File: config.mk
export PLATFORM = sky130hd
export DESIGN_NAME = can_message_mailbox_flat
export DESIGN_NICKNAME = d
export VERILOG_FILES = /design/src/design/cmm_pkg.sv /design/src/design/cmm_chan_if.sv /design/src/design/can_message_mailbox.sv /design/src/design/cmm_update.sv /design/src/flat_wrapper.sv
export VERILOG_INCLUDE_DIRS = /design/src /design/src/design
export SDC_FILE = /design/constraint.sdc
export NUM_CORES = 1
export LEC_CHECK = 0
export BUFFER_PORTS_ARGS = -buffer_cell sky130_fd_sc_hd__clkbuf_2
export CORE_ASPECT_RATIO = 0.9
export CORE_MARGIN = 4
export CORE_UTILIZATION = 41
export CTS_CLUSTER_DIAMETER = 100
export DETAILED_ROUTE_END_ITERATION = 10
export SETUP_SLACK_MARGIN = 0.15
export SLEW_MARGIN = 20
export SYNTH_ARGS = -nofsm -noshare
export SYNTH_HDL_FRONTEND = slang
export SYNTH_SLANG_ARGS = --single-unit
File: constraint.sdc
create_clock -name clk -period 14.6 [get_ports clk]
set_clock_uncertainty 0.1 [all_clocks]
set_input_delay 0 -clock clk [delete_from_list [all_inputs] [get_ports clk]]
set_output_delay 0 -clock clk [all_outputs]
set_load 0.005 [all_outputs]
File: src/design/assert_macros.svh
// Assertion macros shared by the mailbox RTL.
`ifndef ASSERT_MACROS_SVH
`define ASSERT_MACROS_SVH

// Same-cycle implication, sampled on clk, off while arst_n is low.
`define ASSERT_IMP(label, ante, cons) \
	label: assert property (@(posedge clk) disable iff (!arst_n) (ante) |-> (cons)) \
		else $error("assertion failed: same-cycle implication");

// Next-cycle implication, sampled on clk, off while arst_n is low.
`define ASSERT_NXT(label, ante, cons) \
	label: assert property (@(posedge clk) disable iff (!arst_n) (ante) |=> (cons)) \
		else $error("assertion failed: next-cycle implication");

`endif

File: src/design/cmm_pkg.sv
// Types and constants of the CAN message mailbox.
`timescale 1ns / 1ps
`default_nettype none

package cmm_pkg;

	localparam int unsigned ID_W     = 29;
	localparam int unsigned LEN_W    = 4;
	localparam int unsigned DATA_W   = 64;
	localparam int unsigned TS_W     = 16;
	localparam int unsigned TIME_W   = 32;
	localparam int unsigned CFG_W    = 32;

	localparam logic [2:0]        LAST_BYTE      = 3'd7;
	localparam logic [LEN_W-1:0]  MAX_LEN        = 4'd8;
	localparam logic [LEN_W-1:0]  MIN_LEN        = 4'd1;
	localparam logic [TIME_W-1:0] RST_PERIOD_MS  = 32'd1000;

	typedef enum logic [2:0] {
		MODE_READ     = 3'd0,
		MODE_SPY      = 3'd1,
		MODE_CHANGE   = 3'd2,
		MODE_PERIODIC = 3'd3,
		MODE_BOTH     = 3'd4
	} mode_t;

	typedef enum logic [1:0] {
		CMD_POLL = 2'd0,
		CMD_SET  = 2'd1,
		CMD_TRIG = 2'd2
	} cmd_t;

	typedef enum logic [2:0] {
		REG_MODE      = 3'd0,
		REG_FRAME_ID  = 3'd1,
		REG_EXTENDED  = 3'd2,
		REG_LENGTH    = 3'd3,
		REG_PERIOD    = 3'd4
	} reg_idx_t;

	typedef struct packed {
		logic [1:0]        command;
		logic [TIME_W-1:0] now_ms;
		logic [3:0]        byte_index;
		logic [7:0]        data_value;
		logic              rx_valid;
		logic [ID_W-1:0]   rx_id;
		logic              rx_extended;
		logic [LEN_W-1:0]  rx_len;
		logic [DATA_W-1:0] rx_data;
		logic [TS_W-1:0]   rx_timestamp;
	} cmd_item_t;

	typedef struct packed {
		logic              tx_valid;
		logic [ID_W-1:0]   frame_id;
		logic              frame_extended;
		logic [LEN_W-1:0]  frame_len;
		logic [DATA_W-1:0] frame_data;
		logic              new_data;
		logic [TS_W-1:0]   frame_timestamp;
	} res_item_t;

	typedef struct packed {
		logic [2:0]       index;
		logic [CFG_W-1:0] wdata;
	} cfg_item_t;

	// Mailbox contents and send bookkeeping
	typedef struct packed {
		logic [ID_W-1:0]   id;
		logic              ext;
		logic [LEN_W-1:0]  len;
		logic [DATA_W-1:0] data;
		logic [TS_W-1:0]   ts;
		logic              pending;
		logic              prev_trig;
		logic [TIME_W-1:0] last_send;
		logic              fresh;
	} state_t;

endpackage

`default_nettype wire

File: src/design/cmm_chan_if.sv
// Valid/ready channel carrying one payload item.
`timescale 1ns / 1ps
`default_nettype none

interface cmm_chan_if #(parameter type T = logic);
	logic valid;
	logic ready;
	T     data;

	modport source (output valid, output data, input ready);
	modport sink (input valid, input data, output ready);
endinterface

`default_nettype wire

File: src/design/can_message_mailbox.sv
// Top level of the single-frame CAN message mailbox.
// Channels: cmd (sink) takes poll, set-data and trigger items; res (source)
// gives one result item per command item: tx_valid plus the stored frame as
// it stands after that item. cfg (sink) writes mode, identifier, format flag,
// length and send period by register index; it is always ready and must only
// be written while no command item is in flight.
// Path: an accepted item is held in the input register, and its result is
// written to the result register and sits on res once the item advances.
// Throughput: one item per cycle while res is taken; the update is one pass
// of compare, 32-bit subtract and select logic between input and result registers.
// Stalls: while res is not taken, the result register holds and the input
// register can still take one more item before cmd.ready drops.
// Reset: arst_n clears the frame to id 0, standard format, length 8, data
// and timestamp 0, no send pending, mode read, period 1000 ms.
`timescale 1ns / 1ps
`default_nettype none

module can_message_mailbox (
	input  logic        clk,
	input  logic        arst_n,
	cmm_chan_if.sink    cmd,
	cmm_chan_if.source  res,
	cmm_chan_if.sink    cfg
);

	`include "assert_macros.svh"

	cmm_pkg::cmd_item_t item_s1;
	logic               valid_s1;
	cmm_pkg::state_t    st_q;
	cmm_pkg::state_t    nxt_st;
	cmm_pkg::mode_t     mode_q;
	logic [31:0]        period_q;
	cmm_pkg::res_item_t res_q;
	logic               res_valid_q;
	logic               nxt_tx;
	logic               advance;
	logic               cfg_wr;
	cmm_pkg::cfg_item_t cfg_item;

	assign advance   = valid_s1 && (!res_valid_q || res.ready);
	assign cmd.ready = !valid_s1 || advance;
	assign cfg.ready = 1'b1;
	assign cfg_wr    = cfg.valid;
	assign cfg_item  = cfg.data;

	cmm_update u_update (
		.st     (st_q),
		.mode   (mode_q),
		.period (period_q),
		.item   (item_s1),
		.nxt    (nxt_st),
		.tx     (nxt_tx)
	);

	// input register
	always_ff @(posedge clk or negedge arst_n) begin
		if (!arst_n) begin
			valid_s1 <= 1'b0;
		end else if (cmd.ready) begin
			valid_s1 <= cmd.valid;
		end
	end

	always_ff @(posedge clk) begin
		if (cmd.valid && cmd.ready)
			item_s1 <= cmd.data;
	end

	// mailbox state and configuration
	always_ff @(posedge clk or negedge arst_n) begin
		if (!arst_n) begin
			st_q     <= '{id: '0, ext: 1'b0, len: cmm_pkg::MAX_LEN, data: '0, ts: '0,
				pending: 1'b0, prev_trig: 1'b0, last_send: '0, fresh: 1'b0};
			mode_q   <= cmm_pkg::MODE_READ;
			period_q <= cmm_pkg::RST_PERIOD_MS;
		end else begin
			if (advance)
				st_q <= nxt_st;
			if (cfg_wr) begin
				unique case (cmm_pkg::reg_idx_t'(cfg_item.index))
					cmm_pkg::REG_MODE: begin
						if (cfg_item.wdata[2:0] <= cmm_pkg::MODE_BOTH)
							mode_q <= cmm_pkg::mode_t'(cfg_item.wdata[2:0]);
					end
					cmm_pkg::REG_FRAME_ID: begin
						st_q.id <= cfg_item.wdata[cmm_pkg::ID_W-1:0];
					end
					cmm_pkg::REG_EXTENDED: begin
						st_q.ext <= cfg_item.wdata[0];
					end
					cmm_pkg::REG_LENGTH: begin
						if (cfg_item.wdata[3:0] >= cmm_pkg::MIN_LEN &&
							cfg_item.wdata[3:0] <= cmm_pkg::MAX_LEN)
							st_q.len <= cfg_item.wdata[3:0];
					end
					cmm_pkg::REG_PERIOD: begin
						period_q <= cfg_item.wdata;
					end
					default: begin
						period_q <= period_q;
					end
				endcase
			end
		end
	end

	// result register
	always_ff @(posedge clk or negedge arst_n) begin
		if (!arst_n) begin
			res_valid_q <= 1'b0;
		end else if (advance) begin
			res_valid_q <= 1'b1;
		end else if (res.ready) begin
			res_valid_q <= 1'b0;
		end
	end

	always_ff @(posedge clk) begin
		if (advance) begin
			res_q.tx_valid        <= nxt_tx;
			res_q.frame_id        <= nxt_st.id;
			res_q.frame_extended  <= nxt_st.ext;
			res_q.frame_len       <= nxt_st.len;
			res_q.frame_data      <= nxt_st.data;
			res_q.new_data        <= nxt_st.fresh;
			res_q.frame_timestamp <= nxt_st.ts;
		end
	end

	assign res.valid = res_valid_q;
	assign res.data  = res_q;

	`ASSERT_NXT(a_adv_fills_res, advance, res_valid_q)
	`ASSERT_NXT(a_s1_kept, valid_s1 && !advance, valid_s1)
	`ASSERT_NXT(a_tx_clears_pending, advance && nxt_tx, !st_q.pending)
	`ASSERT_IMP(a_len_range, 1'b1, st_q.len <= cmm_pkg::MAX_LEN)

endmodule

`default_nettype wire

File: src/design/cmm_update.sv
// Next-state and result logic for one mailbox item.
`timescale 1ns / 1ps
`default_nettype none

module cmm_update (
	input  cmm_pkg::state_t    st,
	input  cmm_pkg::mode_t     mode,
	input  logic [31:0]        period,
	input  cmm_pkg::cmd_item_t item,
	output cmm_pkg::state_t    nxt,
	output logic               tx
);

	logic        rx_match;
	logic [31:0] elapsed;
	logic        due;
	logic [5:0]  sh;
	logic [7:0]  old_byte;
	logic        level;

	assign elapsed  = item.now_ms - st.last_send;
	assign sh       = {item.byte_index[2:0], 3'b000};
	assign old_byte = st.data[sh +: 8];
	assign level    = |item.data_value;
	assign rx_match = (mode == cmm_pkg::MODE_SPY) ||
		(item.rx_extended == st.ext && item.rx_id == st.id);

	// periodic timer only counts when nothing is already queued
	assign due = st.pending ||
		(mode != cmm_pkg::MODE_CHANGE && elapsed >= period);

	always_comb begin
		nxt = st;
		tx  = 1'b0;
		case (cmm_pkg::cmd_t'(item.command))
			cmm_pkg::CMD_POLL: begin
				if (mode == cmm_pkg::MODE_READ || mode == cmm_pkg::MODE_SPY) begin
					nxt.fresh = 1'b0;
					if (item.rx_valid && rx_match) begin
						nxt.id    = item.rx_id;
						nxt.ext   = item.rx_extended;
						nxt.fresh = 1'b1;
						nxt.ts    = item.rx_timestamp;
						nxt.len   = (item.rx_len > cmm_pkg::MAX_LEN) ?
							cmm_pkg::MAX_LEN : item.rx_len;
						nxt.data  = item.rx_data;
					end
				end else if (due) begin
					tx            = 1'b1;
					nxt.pending   = 1'b0;
					nxt.last_send = item.now_ms;
				end
			end
			cmm_pkg::CMD_SET: begin
				if (!item.byte_index[3] && old_byte != item.data_value) begin
					nxt.data[sh +: 8] = item.data_value;
					if (mode != cmm_pkg::MODE_PERIODIC)
						nxt.pending = 1'b1;
				end
			end
			cmm_pkg::CMD_TRIG: begin
				if (level && !st.prev_trig)
					nxt.pending = 1'b1;
				nxt.prev_trig = level;
			end
			default: begin
				nxt = st;
			end
		endcase
	end

endmodule

`default_nettype wire

File: src/flat_wrapper.sv
// flat-port wrapper written by rule: the top's interface ports become plain ports
module can_message_mailbox_flat 
  (clk, arst_n, cmd_valid, cmd_data, cmd_ready, res_valid, res_data, res_ready, cfg_valid, cfg_data, cfg_ready);
  cmm_chan_if #(.T(cmm_pkg::cmd_item_t)) cmd_i ();
  cmm_chan_if #(.T(cmm_pkg::res_item_t)) res_i ();
  cmm_chan_if #(.T(cmm_pkg::cfg_item_t)) cfg_i ();
  input  logic clk;
  input  logic arst_n;
  input wire logic [$bits(cmd_i.valid)-1:0] cmd_valid;
  input wire logic [$bits(cmd_i.data)-1:0] cmd_data;
  output wire logic [$bits(cmd_i.ready)-1:0] cmd_ready;
  output wire logic [$bits(res_i.valid)-1:0] res_valid;
  output wire logic [$bits(res_i.data)-1:0] res_data;
  input wire logic [$bits(res_i.ready)-1:0] res_ready;
  input wire logic [$bits(cfg_i.valid)-1:0] cfg_valid;
  input wire logic [$bits(cfg_i.data)-1:0] cfg_data;
  output wire logic [$bits(cfg_i.ready)-1:0] cfg_ready;
  assign cmd_i.valid = cmd_valid;
  assign cmd_i.data = cmd_data;
  assign cmd_ready = cmd_i.ready;
  assign res_valid = res_i.valid;
  assign res_data = res_i.data;
  assign res_i.ready = res_ready;
  assign cfg_i.valid = cfg_valid;
  assign cfg_i.data = cfg_data;
  assign cfg_ready = cfg_i.ready;
  can_message_mailbox u_core (.clk(clk), .arst_n(arst_n), .cmd(cmd_i), .res(res_i), .cfg(cfg_i));
endmodule
; ---- Word level (Yosys, flattened, before mapping)
; Cells that the tools add are included.
[word_totals]
regBits = 463
input_bits = 201
[op_classes]
add_sub_neg = 2
n_lt_le_gt_ge = 5
n_eq_ne = 17
shift = 3
mux = 29
bitwise = 2
reduce_logical = 29
[ops]
columns = operator, n
row1 = 114-bit 2-to-1 mux, 2
row2 = 149-bit 2-to-1 mux, 1
row3 = 64-bit one-hot mux with 2 select lines, 1
row4 = 34-bit 2-to-1 mux, 2
row5 = 64-bit bitwise mux, 1
row6 = 32-bit 2-to-1 mux, 2
row7 = 64-bit 2-to-1 mux, 1
row8 = 8-bit by 8-bit variable shift with 64-bit output (first input constant), 1
row9 = 64-bit by 7-bit indexed part select with 8-bit output, 1
row10 = 8-bit by 8-bit indexed part select with 64-bit output, 1
row11 = 33-bit 2-to-1 mux, 1
row12 = 32-bit >= comparator, 1
row13 = 32-bit subtractor, 1
row14 = 29-bit == test, 1
row15 = 29-bit 2-to-1 mux, 1
row16 = 16-bit 2-to-1 mux, 1
row17 = 1-bit 2-to-1 mux, 12
row18 = 4-bit 2-to-1 mux, 3
row19 = 2-bit inequality test (second input constant), 5
row20 = 1-bit logical AND, 8
row21 = 8-bit inequality test, 1
row22 = 6-bit negation with 8-bit output, 1
row23 = 8-bit OR reduction, 1
row24 = 7-bit AND reduction, 1
row25 = other kinds (23), 36

; ---- Longest topological paths before layout
; Gate-level depths: netlist of the first run.
[logic_depth]
depth_word = 11
mapped_depth = 22
ltp_nobuf = 21

; ---- Hierarchy
; Synthesis of the first run repeated with hierarchy kept, for this count alone.
[hier_totals]
hier_cells = 1690
hier_area_um2 = 21949.8
[modules_own_cells]
columns = mod, instances, cells_per_inst, area_each_um2, seq_area_each_um2
row1 = can_message_mailbox, 1, 770, 15673.8, 12981.2
row2 = cmm_update, 1, 920, 6276.0, 0.0

; ---- Worst setup path after synthesis of the first run
; No wires, ideal clock.
[synth_timing]
kind = register -> register
start = register u_core.res_valid_q, in the netlist u_core.res.valid
end = register u_core.res_q (netlist bit u_core.res.data[0]) (enable)
setup_ns = 0.525
arrival_ns = 4.597
t_required_ns = 13.975
setup_slack_ns = 9.378
path_stages_with_launch = 7
period_less_slack_ns = 5.222
cell_sequence = dfrtp_1 > nand2b_1 > nand2_1 > inv_1 > clkbuf_1 > clkbuf_1 > clkbuf_1
[synth_via]
elab_chain_len = 3
[synth_rtl]
columns = element, line_no
row1 = "start, declared", can_message_mailbox.sv:35  ; logic res_valid_q;
row2 = "start signal, assigned", can_message_mailbox.sv:111  ; res_valid_q <= 1'b0;
row3 = "start signal, assigned", can_message_mailbox.sv:113  ; res_valid_q <= 1'b1;
row4 = "start signal, assigned", can_message_mailbox.sv:115  ; res_valid_q <= 1'b0;
row5 = 1-bit logical NOT, can_message_mailbox.sv:41  ; assign advance = valid_s1 && (!res_valid_q || res.ready);
row6 = 1-bit logical OR, can_message_mailbox.sv:41
row7 = 1-bit logical AND, can_message_mailbox.sv:41
row8 = via u_core.advance, can_message_mailbox.sv:37  ; logic advance;
row9 = "end, declared", can_message_mailbox.sv:34  ; cmm_pkg::res_item_t res_q;
; The timed path passes the listed nets, and every way through them passes these cells.
; A chain may end at the register's enable or synchronous reset.

; ---- Worst setup path after layout of the first run
[layout_timing]
start = register u_core.item_s1[127] (netlist name)
end = register u_core.st_q[24] (netlist name)
[layout_via]
elab_chain_len = 5
[layout_rtl]
columns = element, line_no
row1 = "start, declared", can_message_mailbox.sv:28  ; cmm_pkg::cmd_item_t item_s1;
row2 = "start signal, assigned", can_message_mailbox.sv:67  ; item_s1 <= cmd.data;
row3 = 32-bit subtractor, cmm_update.sv:21  ; assign elapsed = item.now_ms - st.last_send;
row4 = 32-bit >= comparator, cmm_update.sv:30  ; (mode != cmm_pkg::MODE_CHANGE && elapsed >= period);
row5 = 1-bit logical AND, cmm_update.sv:30
row6 = 1-bit logical OR, cmm_update.sv:29  ; assign due = st.pending ||
row7 = 4-bit AND reduction (no line), --
row8 = "end signal, assigned", can_message_mailbox.sv:73  ; st_q <= '{id: '0, ext: 1'b0, len: cmm_pkg::MAX_LEN, data: '0, ts: '0,
row9 = "end signal, assigned", can_message_mailbox.sv:79  ; st_q <= nxt_st;
row10 = "end, declared", can_message_mailbox.sv:30  ; cmm_pkg::state_t st_q;
; Every way passes these cells.

==> results of run 1 <==
state kept, by name, indices dropped and copies added (netlist names):
name / flops
u_core.item_s1: 161
u_core.st_q: 149
u_core.res.data: 116
u_core.period_q: 32
u_core.mode_q: 3
u_core.res.valid: 1
u_core.valid_s1: 1
placed cells by master (no fill, tap or decap), drive strengths merged, types with 36 or more instances in the layout:
cell	Yosys	routed
and3	40	40
dlygate4sd3	0	260
nor2b	41	41
clkbuf	77	394
nor2	80	80
dfrtp	179	179
o21ai	121	121
ha	68	68
mux2i	42	42
xnor2	45	45
a221o	37	37
nand2	366	366
a21oi	66	66
inv	90	92
nand3	36	36
edfxtp	277	277
mux2	37	37
a21o	36	36
how the worst min path moves through the flow:
stage,from,endpoint,slack (ns),cells past startpoint
after detailed placement,arst_n,u_core.st_q[11],0.03,1
after global placement,arst_n,u_core.st_q[11],0.01,1
final,cmd_data[122],u_core.item_s1[122],0.03,2
after global routing,cmd_data[45],u_core.item_s1[45],0.02,2
after CTS,cmd_data[102],u_core.item_s1[102],0.0002,2
after floorplan,arst_n,u_core.mode_q[0],-0.40,0
logic make-up (layout without fill, tap and decap cells):
group,Yosys count,in the layout,share of synthesized area
compound gates,430,430,0.133
xor+xnor,67,67,0.0262
fa+ha+maj,69,69,0.0388
buf+inv,202,792,0.0368
flops,463,463,0.579
mux,95,95,0.0534
other cells,1,7,0.000167
simple gates,656,656,0.133
routing by layer:
| metal | GRT usage | share of wire | vias up |
|---|---|---|---|
| met3 | 0.0508 | 0.087 | 137 |
| met5 | 0 | 0.00082 | - |
| li1 | - | - | 8330 |
| met2 | 0.354 | 0.45 | 724 |
| met4 | 0.0727 | 0.028 | 8 |
| met1 | 0.335 | 0.44 | 8908 |
critical path, cell delays in order (launching register included):
cell and delay [ns]:
edfxtp_1 0.39, inv_1 0.07, ha_1 0.15, inv_1 0.05
fa_1 0.42, a211oi_1 0.32, o21ai_0 0.26, a32oi_1 0.25
o21a_1 0.19, o21a_1 0.18, o21bai_1 0.09, a21oi_1 0.17
xnor2_1 0.08, ha_1 0.27, nand4_1 0.11, or2_2 0.32
or3_1 0.37, o21ai_0 0.59, o2111ai_4 0.50, buf_16 0.34
mux2_2 0.28
final cells by class:
type	count	area, sq um
repair buffers	603	4430
flip-flops and latches	463	13000
clock buffers	76	1490
inverters	91	349
fillers	4645	25200
well taps	705	882
diodes	6	15.0
clock inverters	22	214
multi-input cells	1318	8690
power by group through the flow:
stage	clock (mW)	combinational (mW)	sequential, mW
2_1_floorplan	0	1.08	1.89
3_3_place_gp	0	1.45	1.94
3_5_place_dp	0	1.49	1.95
4_1_cts	1.34	1.56	1.93
5_1_grt	1.40	1.74	1.96
6_report	1.32	1.56	1.93
==> reports/results.md, run 1 <==
| Parameter | Value | Unit |
| --- | --- | --- |
| Number of global-route vias before repair | 17900 | - |
| Wire length of the first global-routing pass | 105000 | microns |
| Final-layout setup total negative slack | 0 | ns |
| Nets | 2799 | - |
| Number of max-capacitance violations reported | 0 | - |
| Overall routing resource usage | 0.233 | - |
| Area growth, synth to finish | 29.6 | % |
| Critical path class | register to register | - |
| Period utilisation layout | 0.387 | - |
| Worst setup path startpoint | u_core.item_s1[127] | - |
| Antenna-violating nets left | 0 | - |
| Flop and latch count out of synthesis | 463 | - |
| Clock share of power | 0.274 | - |
| Post-layout min period | 5.66 | ns |
| Sequential power share | 0.402 | - |
| Net count of the mapped netlist | 2253 | - |
| Maximum number of pins on one net before global-route repair | 106 | - |
| Cell type with the highest aggregate area in the netlist | edfxtp_1 | - |
| Chip width | 255 | microns |
| Leak | 12.6 | nW |
| Worst setup slack after layout | 8.94 | ns |
| Finished Core Util | 0.536 | - |
| Most frequent cell after synthesis | nand2_1 | - |
| Worst-case setup slack after placement | 8.91 | ns |
| Number of antenna violations at the first check in global routing | 10 | - |
| Worst R2R End | u_core.st_q[24] | - |
| Detailed-placement wirelength estimate | 45500 | microns |
| Fin. Hold Viols | 0 | - |
| Number of synthesized flops with an enable pin | 277 | - |
| Net switching share of the total power | 0.326 | - |
| Cell count after synthesis | 1983 | - |
| Routed length per instance | 21.2 | microns |
| Yosys warning count | 0 | - |
| Die area | 0.0585 | sq mm |
| Hold slack | 0.0286 | ns |
| H-tree levels | 2 | - |
| Required time at the worst-slack endpoint | 14.97 | ns |
| CTS tree | yes | - |
| Number of gates resized after cts | 0 | - |
| Final estimated routing congestion in global placement | 0.860 | - |
| P_sw | 1.57 | mW |
| Post-route non-filler standard cell count | 3284 | - |
| Post-layout power | 4.81 | mW |
| Share of post-route cells with drive strength above 1 | 0.194 | - |
| Worst Setup EP | u_core.st_q[24] | - |
| Number of cells after detailed placement | 2918 | - |
| HP Class | primary input to register | - |
| Area share of the largest cell type after synthesis | 0.371 | - |
| Detailed-route DRC error count | 0 | - |
| Placeable core region | 0.0542 | sq mm |
| Worst-path maximum fanout | 17 | - |
| Type of element capturing the critical path | register | - |
| Total power per unit cell area | 166 | mW/mm^2 |
| Worst VDD drop | 110 | uV |
| Synth Flop Type | edfxtp_1 | - |
| Post-route design area | 0.0291 | sq mm |
| Biggest area contributors in the synthesized netlist | edfxtp_1, dfrtp_1, nand2_1, ha_1, o21ai_0 | - |
| Internal power summed over all cells | 3.24 | mW |
| Commonest cells in the synthesized netlist | nand2_1, edfxtp_1, dfrtp_1, o21ai_0, inv_1 | - |
| Vias | 18100 | - |
| Total wirelength of the detailed-routed design | 69700 | microns |
| Number of clock sinks | 463 | - |
| Maximum clock path buffer count | 3 | - |
| Number of buffers created by CTS | 52 | - |
| CP startpoint kind | register | - |
| Root Buffer Master | clkbuf_16 | - |
| Clock Latency Late Sink | 0.60 | ns |
| Worst slew margin relative to its limit | 0.241 | - |
| Length of the first detailed-routing pass in iterations | 6 | - |
| Synth async-reset ratio | 0.402 | - |
| Vertical die dimension | 230 | microns |
| Rows | 81 | - |
| Fmax | 177 | MHz |
| Total global routing overflow | 0 | - |
| Worst Max-Slew Pin Slew | 1.14 | ns |
| IO Port Bufs | 318 | - |
| Count of hold-fix buffers inserted at cts | 261 | - |
| Final max-slew violation count | 0 | - |
| Setup violation total in the final timing report | 0 | - |
| Arr. time, crit path | 6.02 | ns |
| Count of boundary I/O pins | 320 | - |
| FF-to-FF Start | u_core.item_s1[127] | - |
| Register-to-register setup slack | 8.94 | ns |
| RSZ-0062 raised after global routing | no | - |
| Placed Instance Area | 0.0247 | sq mm |
| CTS clock-pin slew for the worst setup and hold paths | 0.06 | ns |
| Proportion of synthesized chip area in sequential cells | 0.579 | - |
| Yosys cell types | 72 | - |
| Postcts setup bufs | 0 | - |
| Number of DRC markers in iteration 0 | 1580 | - |
| Combinational group share of total power | 0.325 | - |
| Post-synthesis instance area | 0.0224 | sq mm |
| Avg Vias per Cell | 5.51 | - |
| Initial core utilization | 0.414 | - |
| Result of the run | complete, no violations | - |
| Mean instance size in the synthesized netlist | 11.3 | sq um |
| Worst R2R Path Depth | 20 | - |
(Power assumes the default switching activity.)
==> run 2, diff against run 1 <==
==> constraint.sdc (replaced) <==
create_clock -name clk -period 5.49 [get_ports clk]
set_clock_uncertainty 0.1 [all_clocks]
set_input_delay 0 -clock clk [delete_from_list [all_inputs] [get_ports clk]]
set_output_delay 0 -clock clk [all_outputs]
set_load 0.005 [all_outputs]
==> reports/results.md, run 2 (synthesis results as in run 1) <==
| Parameter | Value | Unit | vs previous |
| --- | --- | --- | --- |
| Number of clock sinks | 463 | - | unchanged |
| Worst VDD drop | 268 | uV | +140% |
| Sequential power share | 0.404 | - | +0.002 |
| Leak | 12.6 | nW | -0.43% |
| Biggest register | u_core.item_s1 | - |  |
| Setup violation total in the final timing report | 0 | - | unchanged |
| Post-layout min period | 4.93 | ns | -0.730 ns |
| Rows | 81 | - | unchanged |
| Total global routing overflow | 0 | - | unchanged |
| Number of antenna violations at the first check in global routing | 7 | - | -3 |
| Register cell area after layout | 0.0130 | sq mm | unchanged |
| Detailed-route DRC error count | 0 | - | unchanged |
| Placeable core region | 0.0542 | sq mm | unchanged |
| Number of DRC markers in iteration 0 | 1623 | - | +2.7% |
| Overall routing resource usage | 0.235 | - | +0.00201 |
| RSZ-0062 raised after global routing | no | - |  |
| Total wirelength of the detailed-routed design | 70500 | microns | +1.1% |
| Type of element capturing the critical path | register | - |  |
| Filler instances | 4581 | - | -1.4% |
| Clock Latency Late Sink | 0.59 | ns | about the same |
| Share of post-route cells with drive strength above 1 | 0.196 | - | +0.00170 |
| Postcts setup bufs | 0 | - | unchanged |
| Internal power summed over all cells | 8.50 | mW | +160% |
| Worst path max stage delay | 0.42 | ns | -0.17 ns |
| Initial core utilization | 0.414 | - | unchanged |
| Number of buffers created by CTS | 51 | - | -1.9% |
| Detailed-placement wirelength estimate | 45800 | microns | +0.63% |
| Period utilisation layout | 0.897 | - | +0.510 |
| Count of boundary I/O pins | 320 | - | unchanged |
| Sum of buffers and inverters on the critical path | 3 | - | unchanged |
| Most frequent cells in the layout | nand2_1, clkbuf_2, edfxtp_1, dlygate4sd3_1, dfrtp_1 | - |  |
| Length of the first detailed-routing pass in iterations | 5 | - | -1 |
| P_sw | 4.23 | mW | +170% |
| Cells along the critical path | inv_1 -> ha_1 -> inv_1 -> fa_1 -> a211oi_2 -> o21ai_1 -> a21o_1 -> a21o_1 -> a21oi_1 -> o211ai_1 -> a21oi_1 -> xnor2_1 -> ha_1 -> a21o_1 -> a21o_1 -> a21oi_1 -> o21ai_0 -> a21oi_1 -> o21ai_1 -> o2111ai_4 -> buf_8 -> mux2_2 | - |  |
| Required time at the worst-slack endpoint | 5.85 | ns | -9.12 ns |
| Final max-slew violation count | 0 | - | unchanged |
| Fin. Hold Viols | 0 | - | unchanged |
| Critical path class | register to register | - |  |
| Worst Max-Slew Pin Slew | 1.14 | ns | +0.000996 ns |
| Result of the run | complete, no violations | - |  |
| Maximum clock path buffer count | 3 | - | unchanged |
| Post-route non-filler standard cell count | 3275 | - | -0.27% |
| Arr. time, crit path | 5.29 | ns | -0.73 ns |
| H-tree levels | 2 | - | unchanged |
| Worst-path maximum fanout | 32 | - | +15 |
| Fmax | 203 | MHz | +15% |
| Wire length of the first global-routing pass | 106000 | microns | +0.95% |
| Root Buffer Master | clkbuf_16 | - |  |
| Number of flip-flops under the largest register name | 161 | - | unchanged |
| Nets | 2794 | - | -0.18% |
| Worst slew margin relative to its limit | 0.238 | - | -0.00335 |
| Maximum number of pins on one net before global-route repair | 111 | - | +4.7% |
| Most common library cell in the layout ignoring fill and taps | nand2_1 | - |  |
| Total power per unit cell area | 440 | mW/mm^2 | +170% |
| Clock share of power | 0.267 | - | -0.007 |
| Vertical die dimension | 230 | microns | unchanged |
| Post-layout power | 12.7 | mW | +160% |
| Combinational group share of total power | 0.329 | - | +0.004 |
| Avg Vias per Cell | 5.53 | - | +0.26% |
| Number of max-capacitance violations reported | 0 | - | unchanged |
| Final-layout setup total negative slack | 0 | ns | unchanged |
| Number of global-route vias before repair | 17800 | - | -0.42% |
| Vias | 18100 | - | -0.011% |
| CTS clock-pin slew for the worst setup and hold paths | 0.06 | ns | about the same |
| Category of cells accounting for the largest share of critical-path delay | compound AO/OA/AOI/OAI gates | - |  |
| Area growth, synth to finish | 29.1 | % |  |
| CP startpoint kind | register | - |  |
| Final estimated routing congestion in global placement | 0.884 | - | +2.7% |
| IO Port Bufs | 318 | - | unchanged |
| Routed length per instance | 21.5 | microns | +1.4% |
| CTS tree | yes | - |  |
| Die area | 0.0585 | sq mm | unchanged |
| Chip width | 255 | microns | unchanged |
| CP max-delay cell | fa_1 | - |  |
| Number of cells after detailed placement | 2919 | - | +0.034% |
| Multi-input combinational cell area | 0.00870 | sq mm | about the same |
| Antenna-violating nets left | 0 | - | unchanged |
| Net switching share of the total power | 0.332 | - | +0.00658 |
| HP Class | primary input to register | - |  |
[run 2: power by group through the flow]
stage / Combinational (mW) / Clock (mW) / Sequential [mW]
floorplan: 2.86 / 0 / 5.02
global placement: 3.87 / 0 / 5.16
detailed placement: 3.98 / 0 / 5.19
CTS: 4.15 / 3.47 / 5.13
global route: 4.66 / 3.63 / 5.22
finish: 4.19 / 3.40 / 5.14
[run 2: area by class of cell]
type | count | area share
flip-flops and latches | 463 | 0.448
multi-input cells | 1318 | 0.300
repair buffers | 599 | 0.152
clock buffers | 65 | 0.0480
well taps | 705 | 0.0305
inverters | 91 | 0.0121
clock inverters | 30 | 0.00843
diodes | 4 | 0.000346
[run 2: worst paths after layout]
kind,end,slack [ns],start,cells after the start
setup / recovery,u_core.st_q[9],0.56,u_core.item_s1[127],22
hold / removal,u_core.item_s1[73],0.03,cmd_data[73],2
setup reg to reg,u_core.st_q[9],0.56,u_core.item_s1[127],22
hold reg to reg,u_core.st_q[30],0.40,u_core.st_q[30],1
max in group asynchronous,u_core.st_q[77],3.99,arst_n,4
min in group asynchronous,u_core.period_q[8],0.47,arst_n,3
[run 2: per-layer routing]
layer / GRT usage / up-vias / routed length, microns
met2: 0.360 / 700 / 31500
met1: 0.341 / 8963 / 32000
met5: 0 / - / 57
li1: - / 8311 / -
met3: 0.0498 / 125 / 5260
met4: 0.0615 / 6 / 1740
[run 2: timing repair]
| item | CTS | global route |
|---|---|---|
| setup endpoints to repair | 30 | 32 |
| resized for setup | 1 | 5 |
| hold endpoints to repair | 308 | 0 |
| hold buffers | 257 | 0 |
[run 2: through the flow]
stage,cell area (sq um),hold slack (ns),utilization,setup WS (ns)
after floorplan,22400,-0.396,-,0.268
after global placement,24700,0.000640,0.456,0.315
after detailed placement,24700,0.00278,0.456,0.156
after CTS,28900,0.000107,0.534,0.228
after global routing,29000,0.00921,0.534,0.261
final,29000,0.0291,0.534,0.564
==> run 3, diff against run 2 <==
--- a/config.mk
+++ b/config.mk
@@ -16,4 +16,5 @@
 export SLEW_MARGIN = 20
 export SYNTH_ARGS = -nofsm -noshare
 export SYNTH_HDL_FRONTEND = slang
+export SYNTH_HIERARCHICAL = 1
 export SYNTH_SLANG_ARGS = --single-unit
==> reports/results.md, run 3 <==
| Parameter | Value | Unit | vs previous |
| --- | --- | --- | --- |
| Result of the run | complete, no violations | - |  |
| Final-layout setup total negative slack | 0 | ns | unchanged |
| Register cell area after layout | 0.0130 | sq mm | unchanged |
| Worst setup path startpoint | u_core/st_q[17] | - |  |
| Final estimated routing congestion in global placement | 0.854 | - | -3.3% |
| Overall routing resource usage | 0.224 | - | -0.0108 |
| Number of antenna violations at the first check in global routing | 1 | - | -6 |
| Clock Latency Late Sink | 0.59 | ns | about the same |
| Mean instance size in the synthesized netlist | 13.0 | sq um | +15% |
| Count of inserted antenna diode cells | 0 | - | -4 |
| Root Buffer Master | clkbuf_16 | - |  |
| Cell type with the highest aggregate area in the netlist | edfxtp_1 | - |  |
| Nets | 2514 | - | -10% |
| Worst VDD drop | 329 | uV | +22% |
| Most frequent cell after synthesis | edfxtp_1 | - |  |
| Worst-path maximum fanout | 33 | - | +3.1% |
| Share of post-route cells with drive strength above 1 | 0.288 | - | +0.0923 |
| Placeable core region | 0.0530 | sq mm | -2.3% |
| Most frequent cells in the layout | clkbuf_2, edfxtp_1, dlygate4sd3_1, nand2_1, mux2_2 | - |  |
| Commonest cells in the synthesized netlist | edfxtp_1, nand2_1, mux2_2, dfrtp_1, inv_1 | - |  |
| Yosys warning count | 6 | - | +6 |
| Avg Vias per Cell | 5.34 | - | -3.4% |
| CP max-delay cell | o221ai_1 | - |  |
| CTS tree | yes | - |  |
| IO Port Bufs | 318 | - | unchanged |
| Filler instances | 4394 | - | -4.1% |
| Number of DRC markers in iteration 0 | 1193 | - | -26% |
| Total wirelength of the detailed-routed design | 65600 | microns | -7.0% |
| Chip width | 252 | microns | -1.0% |
| Required time at the worst-slack endpoint | 5.84 | ns | about the same |
| Vias | 15900 | - | -12% |
| Category of cells accounting for the largest share of critical-path delay | compound AO/OA/AOI/OAI gates | - |  |
| Total global routing overflow | 0 | - | unchanged |
| Biggest register | u_core/item_s1 | - |  |
| Arr. time, crit path | 5.40 | ns | +0.11 ns |
| Maximum clock path buffer count | 3 | - | unchanged |
| Post-layout min period | 5.05 | ns | +0.124 ns |
| Type of element capturing the critical path | register | - |  |
| Cell count after synthesis | 1690 | - | -15% |
| H-tree levels | 2 | - | unchanged |
| Maximum number of pins on one net before global-route repair | 162 | - | +46% |
| FF-to-FF Start | u_core/st_q[17] | - |  |
| HP Class | primary input to register | - |  |
| Number of synthesized flops with an enable pin | 277 | - | unchanged |
| Synth async-reset ratio | 0.402 | - | unchanged |
| Number of buffers created by CTS | 50 | - | -2.0% |
| Rows | 80 | - | -1.2% |
| Sum of buffers and inverters on the critical path | 3 | - | unchanged |
| Initial core utilization | 0.415 | - | +0.000987 |
| Area share of the largest cell type after synthesis | 0.379 | - | +0.00799 |
| Flop and latch count out of synthesis | 463 | - | unchanged |
| Fmax | 198 | MHz | -2.5% |
| Post-synthesis instance area | 0.0219 | sq mm | -2.1% |
| Multi-input combinational cell area | 0.00834 | sq mm | -4.1% |
| Net count of the mapped netlist | 1960 | - | -13% |
| Detailed-route DRC error count | 0 | - | unchanged |
| Period utilisation layout | 0.920 | - | +0.0226 |
| Length of the first detailed-routing pass in iterations | 5 | - | unchanged |
| Cells along the critical path | inv_1 -> ha_1 -> a21oi_1 -> nand2_1 -> o211ai_1 -> o211ai_1 -> buf_4 -> o221ai_1 -> nor4_1 -> a211oi_1 -> xnor2_1 -> ha_1 -> nand4_1 -> nor2_1 -> nand2_1 -> or4_1 -> nand3_1 -> buf_12 -> mux2_2 -> mux2_2 | - |  |
| Leak | 12.4 | nW | -1.5% |
| CP startpoint kind | register | - |  |
| Number of flip-flops under the largest register name | 161 | - | unchanged |
| Biggest area contributors in the synthesized netlist | edfxtp_1, dfrtp_1, mux2_2, ha_1, nand2_1 | - |  |
| Number of global-route vias before repair | 16200 | - | -9.2% |
| Min-delay src | cmd_data[26] | - |  |
| Critical path class | register to register | - |  |
| Total power per unit cell area | 426 | mW/mm^2 | -3.0% |
| CTS clock-pin slew for the worst setup and hold paths | 0.07 | ns | about the same |
| Wire length of the first global-routing pass | 98300 | microns | -7.4% |
| Area growth, synth to finish | 29.5 | % |  |
| Number of max-capacitance violations reported | 0 | - | unchanged |
| Final max-slew violation count | 0 | - | unchanged |
| Hold slack | 0.0383 | ns | +0.00922 ns |
| RSZ-0062 raised after global routing | no | - |  |
| Detailed-placement wirelength estimate | 42900 | microns | -6.1% |
| Vertical die dimension | 228 | microns | -1.0% |
| Worst path max stage delay | 0.44 | ns | +0.02 ns |
| Worst Max-Slew Pin Slew | 1.01 | ns | -0.127 ns |
| Yosys cell types | 73 | - | +1.4% |
| Antenna-violating nets left | 0 | - | unchanged |
| Routed length per instance | 22.0 | microns | +2.1% |
| Number of clock sinks | 463 | - | unchanged |
| Worst slew margin relative to its limit | 0.325 | - | +0.0872 |
| Synth Flop Type | edfxtp_1 | - |  |
| Proportion of synthesized chip area in sequential cells | 0.591 | - | +0.0125 |
| Most common library cell in the layout ignoring fill and taps | clkbuf_2 | - |  |
| Count of boundary I/O pins | 320 | - | unchanged |
| Setup violation total in the final timing report | 0 | - | unchanged |
| Die area | 0.0573 | sq mm | -2.0% |
| Fin. Hold Viols | 0 | - | unchanged |
run 3: cells by family after synthesis:
kind of cell	Yosys count	share of synthesized area
compound gates	264	0.0871
xor+xnor	65	0.0259
fa+ha+maj	69	0.0397
buf+inv	154	0.0314
flops	463	0.591
mux	248	0.130
other cells	1	0.000171
simple gates	426	0.0949
run 3: final timing paths:
path / end / slack (ns) / depth (start not counted)
worst max-delay path: u_core/st_q[31] / 0.44 / 20
worst min-delay path: u_core/item_s1[26] / 0.04 / 2
worst max register to register: u_core/st_q[31] / 0.44 / 20
worst min register to register: u_core/period_q[21] / 0.40 / 1
max in group asynchronous: u_core/st_q[25] / 3.91 / 4
min in group asynchronous: u_core/st_q[118] / 0.49 / 3
run 3: final cells by class:
cell class	instances	share of cell area
Timing Repair Buffer	577	0.148
Clock inverter	24	0.00960
Sequential cell	463	0.457
Multi-Input combinational cell	1073	0.293
Tap cell	697	0.0307
Clock buffer	69	0.0513
Inverter	79	0.0105
run 3: per-stage QoR:
stage	instances	setup slack [ns]	power, mW	instance area (sq um)	util
global placement	2650	0.385	8.35	24300	0.458
floorplan	1690	0.481	7.32	21900	-
global route	2982	0.136	12.8	28400	0.537
detailed placement	2650	0.276	8.45	24300	0.458
CTS	2979	0.224	12.2	28400	0.536
finish	2982	0.440	12.1	28400	0.537
run 3: per-layer routing:
layer  GRT usage  part of all wire  vias to the layer above
met5           0           0.00018                        -
li1            -                 -                     7322
met3      0.0372             0.059                      115
met1       0.306              0.43                     7957
met4      0.0778             0.034                        2
met2       0.367              0.47                      531
run 3: timing repair:
action                                  CTS  global route
endpoints found under the setup margin    0            32
hold buffers                            236             0
gates resized for setup                   0             5
buffers inserted                          0             2
endpoints found under the hold margin   296             0
run 3: report_power, final:
group / internal, mW / leakage, nW / switching (mW) / total, mW
clock network: 2.10 / 0.834 / 1.42 / 3.52
registers: 4.44 / 5.07 / 0.479 / 4.92
logic: 1.80 / 6.49 / 1.87 / 3.67
total: 8.34 / 12.4 / 3.78 / 12.1
run 3: worst register-to-register path, stage by stage, from the launching register on:
cell and delay, ns:
dfrtp_1 0.37, inv_1 0.05, ha_1 0.41, a21oi_1 0.30, nand2_1 0.08, o211ai_1 0.23, o211ai_1 0.13, buf_4 0.18
o221ai_1 0.44, nor4_1 0.12, a211oi_1 0.28, xnor2_1 0.12, ha_1 0.33, nand4_1 0.10, nor2_1 0.16, nand2_1 0.08
or4_1 0.43, nand3_1 0.15, buf_12 0.23, mux2_2 0.37, mux2_2 0.26
